<file path="config.mk">
export PLATFORM = sky130hd
export DESIGN_NAME = life_row_stencil_step
export DESIGN_NICKNAME = d
export VERILOG_FILES = /design/src/rtl/lrs_pkg.sv /design/src/rtl/life_row_stencil_step.sv /design/src/rtl/lrs_cell.sv /design/src/rtl/lrs_res_fifo.sv
export VERILOG_INCLUDE_DIRS = /design/src /design/src/rtl
export SDC_FILE = /design/constraint.sdc
export NUM_CORES = 2
export LEC_CHECK = 0
export BUFFER_PORTS_ARGS = -buffer_cell sky130_fd_sc_hd__buf_2
export CORE_MARGIN = 3
export CORE_UTILIZATION = 65
export CTS_CLUSTER_DIAMETER = 40
export DETAILED_ROUTE_END_ITERATION = 8
export GPL_TIMING_DRIVEN = 0
export PLACE_DENSITY = 0.88
export SYNTH_ARGS = -nofsm -noshare
export SYNTH_HDL_FRONTEND = slang
export SYNTH_HIERARCHICAL = 1
export SYNTH_SLANG_ARGS = --single-unit
</file>
<file path="constraint.sdc">
create_clock -name clk -period 18.19 [get_ports clk]
set_input_delay 0.9095 -clock clk [delete_from_list [all_inputs] [get_ports clk]]
set_output_delay 0.9095 -clock clk [all_outputs]
set_load 0.02 [all_outputs]
</file>
<file path="src/rtl/life_row_stencil_step_macros.svh">
// Assertion macros for the top RTL file of the row stencil block.
`ifndef LIFE_ROW_STENCIL_STEP_MACROS_SVH
`define LIFE_ROW_STENCIL_STEP_MACROS_SVH

`ifndef SYNTHESIS

// Consequent must hold on the cycle after the antecedent.
`define LRS_ASSERT_NEXT(lbl, clk, rst_n, ante, cons, msg) \
	lbl: assert property (@(posedge clk) disable iff (!rst_n) (ante) |=> (cons)) \
		else $error(msg);

// Consequent must hold in the same cycle as the antecedent.
`define LRS_ASSERT_NOW(lbl, clk, rst_n, ante, cons, msg) \
	lbl: assert property (@(posedge clk) disable iff (!rst_n) (ante) |-> (cons)) \
		else $error(msg);

`else

`define LRS_ASSERT_NEXT(lbl, clk, rst_n, ante, cons, msg)
`define LRS_ASSERT_NOW(lbl, clk, rst_n, ante, cons, msg)

`endif

`endif

</file>
<file path="src/rtl/lrs_pkg.sv">
package lrs_pkg;

	localparam int GRID_W  = 7;
	localparam int FIELD_W = 64;
	localparam logic [GRID_W-1:0] GRID_WIDTH_RESET = 7'd64;

	// B3/S23 neighbor counts.
	localparam logic [3:0] LIFE_SURVIVE = 4'd2;
	localparam logic [3:0] LIFE_BIRTH   = 4'd3;

	// Results written into the output queue by one input transaction.
	typedef struct packed {
		logic push_a;	// result for the pending row
		logic push_b;	// result for the bottom row
	} lrs_push_t;

endpackage

</file>
<file path="src/rtl/life_row_stencil_step.sv">
// One Game of Life generation (B3/S23) over a board streamed one row per
// transaction, top row first, with dead cells beyond every edge.
// Input channel s_*: tdata holds a row, bit i is column i; tlast marks the
// bottom row. Output channel m_*: tdata holds the next generation of a row
// and the mask of cells that changed; tlast marks the bottom row's result.
// The first row of a board gives no result unless it is the bottom row.
// Each later row gives the result for the row above it, and the bottom row
// also gives its own result, so a board of N rows yields N results in order.
// A result enters the output queue at the edge that accepts the row that
// completes it and is presented once the results ahead of it have left.
// Throughput is one row per cycle while s_tready is high. A bottom row puts
// two results into the queue; a four-entry queue absorbs this and s_tready
// drops only when the queue holds more than two.
// When m_tready is low, results wait in the queue and input continues until
// it fills. cfg_we writes the number of columns in use; columns at or above
// it read as dead and come out as zero.
// Reset clears the row window and the queue and sets the width to 64.
`include "life_row_stencil_step_macros.svh"

module life_row_stencil_step #(
	parameter int WIDTH = 64
) (
	input  logic         clk,
	input  logic         arst_n,
	input  logic         s_tvalid,
	output logic         s_tready,
	input  logic [63:0]  s_tdata,	// row_cells[63:0]
	input  logic         s_tlast,	// last_row
	output logic         m_tvalid,
	input  logic         m_tready,
	output logic [127:0] m_tdata,	// next_row[63:0], changed_cells[127:64]
	output logic         m_tlast,	// board_done
	input  logic         cfg_we,
	input  logic [6:0]   cfg_data
);

	localparam int ENTRY_W = 2 * WIDTH + 1;

	logic [lrs_pkg::GRID_W-1:0] grid_width_q;
	logic [WIDTH-1:0]           above_q;
	logic [WIDTH-1:0]           pend_q;
	logic                       pend_vld_q;

	logic [WIDTH-1:0]   col_en;
	logic [WIDTH-1:0]   row_in;
	logic [WIDTH-1:0]   above_m;
	logic [WIDTH-1:0]   pend_m;
	logic [WIDTH-1:0]   prev_m;
	logic [WIDTH+1:0]   above_pad;
	logic [WIDTH+1:0]   pend_pad;
	logic [WIDTH+1:0]   prev_pad;
	logic [WIDTH+1:0]   row_pad;
	logic [WIDTH-1:0]   nxt_a;
	logic [WIDTH-1:0]   chg_a;
	logic [WIDTH-1:0]   nxt_b;
	logic [WIDTH-1:0]   chg_b;
	logic [ENTRY_W-1:0] entry_a;
	logic [ENTRY_W-1:0] entry_b;
	logic [ENTRY_W-1:0] head;
	logic               in_acc;
	logic               has_room;
	lrs_pkg::lrs_push_t push;

	genvar gi;
	generate
		for (gi = 0; gi < WIDTH; gi++) begin : g_col
			assign col_en[gi] = grid_width_q > lrs_pkg::GRID_W'(gi);
		end
	endgenerate

	assign row_in  = s_tdata[WIDTH-1:0] & col_en;
	assign above_m = above_q & col_en;
	assign pend_m  = pend_q & col_en;
	assign prev_m  = pend_vld_q ? pend_m : '0;

	// Dead cells pad both board edges.
	assign above_pad = {1'b0, above_m, 1'b0};
	assign pend_pad  = {1'b0, pend_m, 1'b0};
	assign prev_pad  = {1'b0, prev_m, 1'b0};
	assign row_pad   = {1'b0, row_in, 1'b0};

	// Lane set A finishes the pending row, lane set B the bottom row.
	generate
		for (gi = 0; gi < WIDTH; gi++) begin : g_lane
			lrs_cell u_cell_a (
				.up_col  (above_pad[gi+2:gi]),
				.cur_col (pend_pad[gi+2:gi]),
				.dn_col  (row_pad[gi+2:gi]),
				.en      (col_en[gi]),
				.nxt     (nxt_a[gi]),
				.chg     (chg_a[gi])
			);
			lrs_cell u_cell_b (
				.up_col  (prev_pad[gi+2:gi]),
				.cur_col (row_pad[gi+2:gi]),
				.dn_col  (3'b000),
				.en      (col_en[gi]),
				.nxt     (nxt_b[gi]),
				.chg     (chg_b[gi])
			);
		end
	endgenerate

	// Merge the lane outputs into queue entries.
	assign entry_a = {1'b0, chg_a, nxt_a};
	assign entry_b = {1'b1, chg_b, nxt_b};

	assign s_tready    = has_room;
	assign in_acc      = s_tvalid & has_room;
	assign push.push_a = in_acc & pend_vld_q;
	assign push.push_b = in_acc & s_tlast;

	lrs_res_fifo #(
		.DATA_W (ENTRY_W)
	) u_fifo (
		.clk       (clk),
		.arst_n    (arst_n),
		.push      (push),
		.data_a    (entry_a),
		.data_b    (entry_b),
		.pop       (m_tready),
		.has_room  (has_room),
		.not_empty (m_tvalid),
		.head      (head)
	);

	assign m_tdata[63:0]   = lrs_pkg::FIELD_W'(head[WIDTH-1:0]);
	assign m_tdata[127:64] = lrs_pkg::FIELD_W'(head[2*WIDTH-1:WIDTH]);
	assign m_tlast         = head[2*WIDTH];

	always_ff @(posedge clk or negedge arst_n) begin
		if (!arst_n) begin
			grid_width_q <= lrs_pkg::GRID_WIDTH_RESET;
		end else if (cfg_we) begin
			grid_width_q <= cfg_data;
		end
	end

	always_ff @(posedge clk or negedge arst_n) begin
		if (!arst_n) begin
			above_q    <= '0;
			pend_q     <= '0;
			pend_vld_q <= 1'b0;
		end else if (in_acc) begin
			if (s_tlast) begin
				above_q    <= '0;
				pend_q     <= '0;
				pend_vld_q <= 1'b0;
			end else begin
				// Stored rows are masked on acceptance; the current width masks them again on use.
				above_q    <= pend_vld_q ? pend_q : '0;
				pend_q     <= row_in;
				pend_vld_q <= 1'b1;
			end
		end
	end

	`LRS_ASSERT_NEXT(a_pend_set, clk, arst_n, in_acc && !s_tlast, pend_vld_q, "row not held as pending")
	`LRS_ASSERT_NEXT(a_pend_clr, clk, arst_n, in_acc && s_tlast, !pend_vld_q, "window not cleared after bottom row")
	`LRS_ASSERT_NEXT(a_result_out, clk, arst_n, in_acc && (pend_vld_q || s_tlast), m_tvalid, "result missing after transaction")
	`LRS_ASSERT_NOW(a_room_two, clk, arst_n, push.push_b && !pend_vld_q, !push.push_a, "pushed result for absent pending row")

endmodule

</file>
<file path="src/rtl/lrs_cell.sv">
module lrs_cell (
	input  logic [2:0] up_col,
	input  logic [2:0] cur_col,
	input  logic [2:0] dn_col,
	input  logic       en,
	output logic       nxt,
	output logic       chg
);

	logic [3:0] nbr_cnt;
	logic       alive;

	// Bit 1 of each window is this column; bits 0 and 2 are its neighbors.
	assign nbr_cnt = 4'(up_col[0]) + 4'(up_col[1]) + 4'(up_col[2])
		+ 4'(cur_col[0]) + 4'(cur_col[2])
		+ 4'(dn_col[0]) + 4'(dn_col[1]) + 4'(dn_col[2]);

	always_comb begin
		if (cur_col[1]) begin
			alive = (nbr_cnt == lrs_pkg::LIFE_SURVIVE) || (nbr_cnt == lrs_pkg::LIFE_BIRTH);
		end else begin
			alive = (nbr_cnt == lrs_pkg::LIFE_BIRTH);
		end
	end

	assign nxt = en & alive;
	assign chg = en & (alive ^ cur_col[1]);

endmodule

</file>
<file path="src/rtl/lrs_res_fifo.sv">
module lrs_res_fifo #(
	parameter int DATA_W = 129
) (
	input  logic                clk,
	input  logic                arst_n,
	input  lrs_pkg::lrs_push_t  push,
	input  logic [DATA_W-1:0]   data_a,
	input  logic [DATA_W-1:0]   data_b,
	input  logic                pop,
	output logic                has_room,
	output logic                not_empty,
	output logic [DATA_W-1:0]   head
);

	localparam int DEPTH = 4;
	localparam int PTR_W = $clog2(DEPTH);
	localparam int CNT_W = $clog2(DEPTH + 1);

	logic [DATA_W-1:0] fifo_q [DEPTH];
	logic [PTR_W-1:0]  wr_ptr_q;
	logic [PTR_W-1:0]  rd_ptr_q;
	logic [CNT_W-1:0]  cnt_q;
	logic [PTR_W-1:0]  wr_b_ptr;
	logic              do_pop;

	// Room for the two results a bottom row can bring, regardless of pops.
	assign has_room  = cnt_q <= CNT_W'(DEPTH - 2);
	assign not_empty = cnt_q != '0;
	assign head      = fifo_q[rd_ptr_q];
	assign do_pop    = pop & not_empty;
	assign wr_b_ptr  = wr_ptr_q + PTR_W'(push.push_a);

	always_ff @(posedge clk) begin
		if (push.push_a) begin
			fifo_q[wr_ptr_q] <= data_a;
		end
		if (push.push_b) begin
			fifo_q[wr_b_ptr] <= data_b;
		end
	end

	always_ff @(posedge clk or negedge arst_n) begin
		if (!arst_n) begin
			wr_ptr_q <= '0;
			rd_ptr_q <= '0;
			cnt_q    <= '0;
		end else begin
			wr_ptr_q <= wr_ptr_q + PTR_W'(push.push_a) + PTR_W'(push.push_b);
			rd_ptr_q <= rd_ptr_q + PTR_W'(do_pop);
			cnt_q    <= cnt_q + CNT_W'(push.push_a) + CNT_W'(push.push_b) - CNT_W'(do_pop);
		end
	end

endmodule

</file>
==> run_results.csv <==
group,metric,value,unit
setup_path,reg2reg_slack,11.75,ns
cts,post_cts_resized,0,
timing,min_period,6.444,ns
logic_synthesis,synthDistinctLibCells,65,
floorplan,die-height,311.9,um
logic_synthesis,yosysWarnings,6,
global_routing,grt_pass1_vias,46810,
route,route.detailed.drc,0,
placed_design,hpwl,125.9,mm
power_and_ir_drop,clkPwrFrac,0.169,
timing,max_freq,0.1552,GHz
floorplan,floorplan.initialDensity,0.6597,
power_and_ir_drop,swShare,0.4364,
floorplan,core-area,0.09222,mm^2
setup_path,critical_path_class,"reg -> reg",
cells_and_area,mostFrequentLayoutCells,"inv_1, edfxtp_1, fa_1, mux2_2, ha_1",
route,detail-route-antenna-nets,0,
cells_and_area,utilization,0.7431,
power_and_ir_drop,power_density,176.8,mW/mm^2
power_and_ir_drop,peakVddDrop,0.1018,mV
logic_synthesis,async_flop_share,0.2170,
job,cap_violations,0,
setup_path,cp.arrival,6.87,ns
logic_synthesis,ys_seq_area_frac,0.3135,
cts,cts_hold_buf,0,
floorplan,io_pins,208,
logic_synthesis,synth.avg_cell_area,11.11,um^2
setup_path,crit_required,18.61,ns
logic_synthesis,synth_edf_count,516,
cts,cts-root-buf,"clkbuf_16",
route,via_per_inst,6.031,
cts,clk_pin_slew_worst_paths,0.06,ns
global_routing,antenna_found_initial,18,
cts,cts_made_buffers,106,
logic_synthesis,ys_seq_elements,659,
route,dr_total_vias,44470,
setup_path,endpoint_kind,"register",
logic_synthesis,synthFlopType,"edfxtp_1",
global_routing,grtUsageTotal,0.3512,
power_and_ir_drop,power.switching,5.286,mW
setup_path,cp_max_fo,12,
timing,clock_skew,0.03037,ns
cts,post_cts_buffers,0,
placed_design,port_buffers,207,
timing,slew_headroom,0.04290,
cells_and_area,layout-drive-gt1-share,0.2130,
placed_design,dpl_cell_area,0.06484,mm^2
cts,cts_max_path_buffers,3,
global_routing,grt_overflow,0,
timing,worst_slew_pin_slew,1.436,ns
global_routing,grt_max_degree,89,
cts,worst_skew_pair.late_latency,0.69,ns
min_path,hold_path_class,"in -> async",
power_and_ir_drop,pwr-share-seq,0.204,
power_and_ir_drop,combPwrFrac,0.627,
outcome,run_status,"finished, final reports clean",
timing,final_max_slew_viol_count,0,
placed_design,gp_congestion,0.9236,
floorplan,die_area,0.09730,mm^2
cells_and_area,final_area,0.06852,mm^2
timing,finalSetupViolations,0,
timing,hold_viol_final,0,
timing,finalCritPeriodShare,0.3543,
global_routing,grt_pass1_wl,262.2,mm
power_and_ir_drop,internal_power,6.827,mW
cts,tritoncts,"yes",
cts,htree_levels,3,
cells_and_area,area_growth,12.63,%
route,drt_pass1_iterations,6,
floorplan,die_x,311.9,um
route,first_iter_violations,4441,
setup_path,startpoint_type,"register",
route,drt_wl_total,169.7,mm
power_and_ir_drop,leakage,31.42,nW
logic_synthesis,netlist_instances,5476,
route,wire_per_inst,23.02,um
logic_synthesis,syn-cell-area,0.06084,mm^2
timing,rsz0062_at_grt,"false",
floorplan,num_rows,111,
cts,cts_sinks,659,
cells_and_area,nets,7006,
cells_and_area,layout_commonest_cell,"inv_1",
-- routing by layer --
metal  share of wire  routed length [um]  vias up  global-route usage
met1            0.35               59930    22070              0.4237
met3            0.11               18430      692             0.09800
li1                -                   -    19260                   -
met2            0.46               78760     2444              0.5620
met4           0.073               12410        8              0.2147
met5          0.0013                 217        -             0.01235
-- power by group through the flow --
| stage | sequential (mW) | clock (mW) | combinational, mW |
|---|---|---|---|
| floorplan | 2.48 | 0 | 5.38 |
| global placement | 2.56 | 0 | 6.79 |
| detailed placement | 2.49 | 0 | 7.34 |
| CTS | 2.46 | 2.07 | 7.48 |
| global route | 2.50 | 2.13 | 8.29 |
| finish | 2.47 | 2.05 | 7.59 |
-- flip-flops by register name, summed over array words and instances, names as in the netlist --
| register | flops |
|---|---|
| u_fifo/fifo_q | 516 |
| u_fifo/cnt_q | 3 |
| pend_vld_q | 1 |
| u_fifo/rd_ptr_q | 2 |
| grid_width_q | 7 |
| above_q | 64 |
| u_fifo/wr_ptr_q | 2 |
| pend_q | 64 |
-- cells in the mapped netlist (4+ instances only) --
cell type     n  area [um^2]
inv_1      1432         5375
edfxtp_1    516        15490
fa_1        514        10290
mux2_2      419         4718
ha_1        389         4867
nand2_1     295         1107
nor2_1      221        829.6
and2_1      172         1076
o21ai_0     149        745.7
dfrtp_1     142         3553
nand3b_1    130        975.9
and4b_1     129         1291
mux4_2      129         2905
mux2i_1     128         1281
mux2_4       99         1486
a22oi_2      75        938.4
a22o_1       72        630.6
nor3b_1      60        450.4
and3_1       59        369.1
buf_2        59        295.3
a21oi_2      53        464.2
a32o_1       47        470.5
clkbuf_1     34        127.6
buf_1        21        78.83
buf_4        14        105.1
o21ai_1      14        70.07
buf_6        11        123.9
nor2b_1      10        62.56
a21oi_1       9        45.04
a21boi_0      6        45.04
a21o_1        6        45.04
nand3_1       5        25.02
nor3_1        5        25.02
o31ai_2       4        50.05
-- area by class of cell --
| cell class | count | area [um^2] |
|---|---|---|
| diodes | 12 | 30.03 |
| plain buffers | 139 | 733.2 |
| clock buffers | 122 | 2838 |
| clock inverters | 78 | 804.5 |
| fillers | 5769 | 23690 |
| inverters | 1433 | 5379 |
| multi-input cells | 3453 | 36490 |
| flip-flops and latches | 659 | 19070 |
| well taps | 1243 | 1555 |
| repair buffers | 234 | 1620 |
-- worst paths after layout --
check | startpoint | endpoint | cells past startpoint
setup / recovery | pend_vld_q | u_fifo/fifo_q[0][106] | 14
hold / removal | arst_n | u_fifo/cnt_q[0] | 1
setup reg to reg | pend_vld_q | u_fifo/fifo_q[0][106] | 14
hold reg to reg | above_q[57] | above_q[57] | 1
max in group asynchronous | arst_n | pend_q[41] | 2
min in group clk | s_tdata[0] | pend_q[0] | 2
-- worst max-delay path, stage by stage, from the launching register on --
cell and delay, ns:
dfrtp_1 0.39, clkbuf_1 0.99, clkbuf_1 1.03, and3_1 0.46, inv_1 0.11, fa_1 0.52
fa_1 0.48, fa_1 0.49, inv_1 0.04, ha_1 0.21, fa_1 0.52, nor3b_1 0.30
a21oi_2 0.08, mux2i_1 0.21, mux2_2 0.32
-- metrics by stage --
stage,power [mW],hold WS (ns),setup TNS (ns),cells,worst slack (ns)
after detailed placement,9.831,0.4826,0,7160,11.98
after global routing,12.92,0.2161,0,7366,11.67
after global placement,9.343,0.4795,-660.54,7134,-2.610
after CTS,12.01,0.2004,0,7360,11.97
after floorplan,7.855,0.4646,0,5684,6.557
final,12.11,0.1951,0,7373,11.75
-- kinds of logic (layout without fill, tap and decap cells) --
family,Yosys count,after routing,synth area share
AOI/OAI and AO/OA,459,459,0.06096
xor gates and xnor gates,5,5,0.0008434
adders and majority gates,903,903,0.2491
buffers and inverters,1572,2006,0.1004
DFF,659,659,0.3135
muxes,775,775,0.1708
other,2,222,0.0001234
and+or+nand+nor,1101,1101,0.1042
No activity file was read; power rests on OpenSTA's default activity.
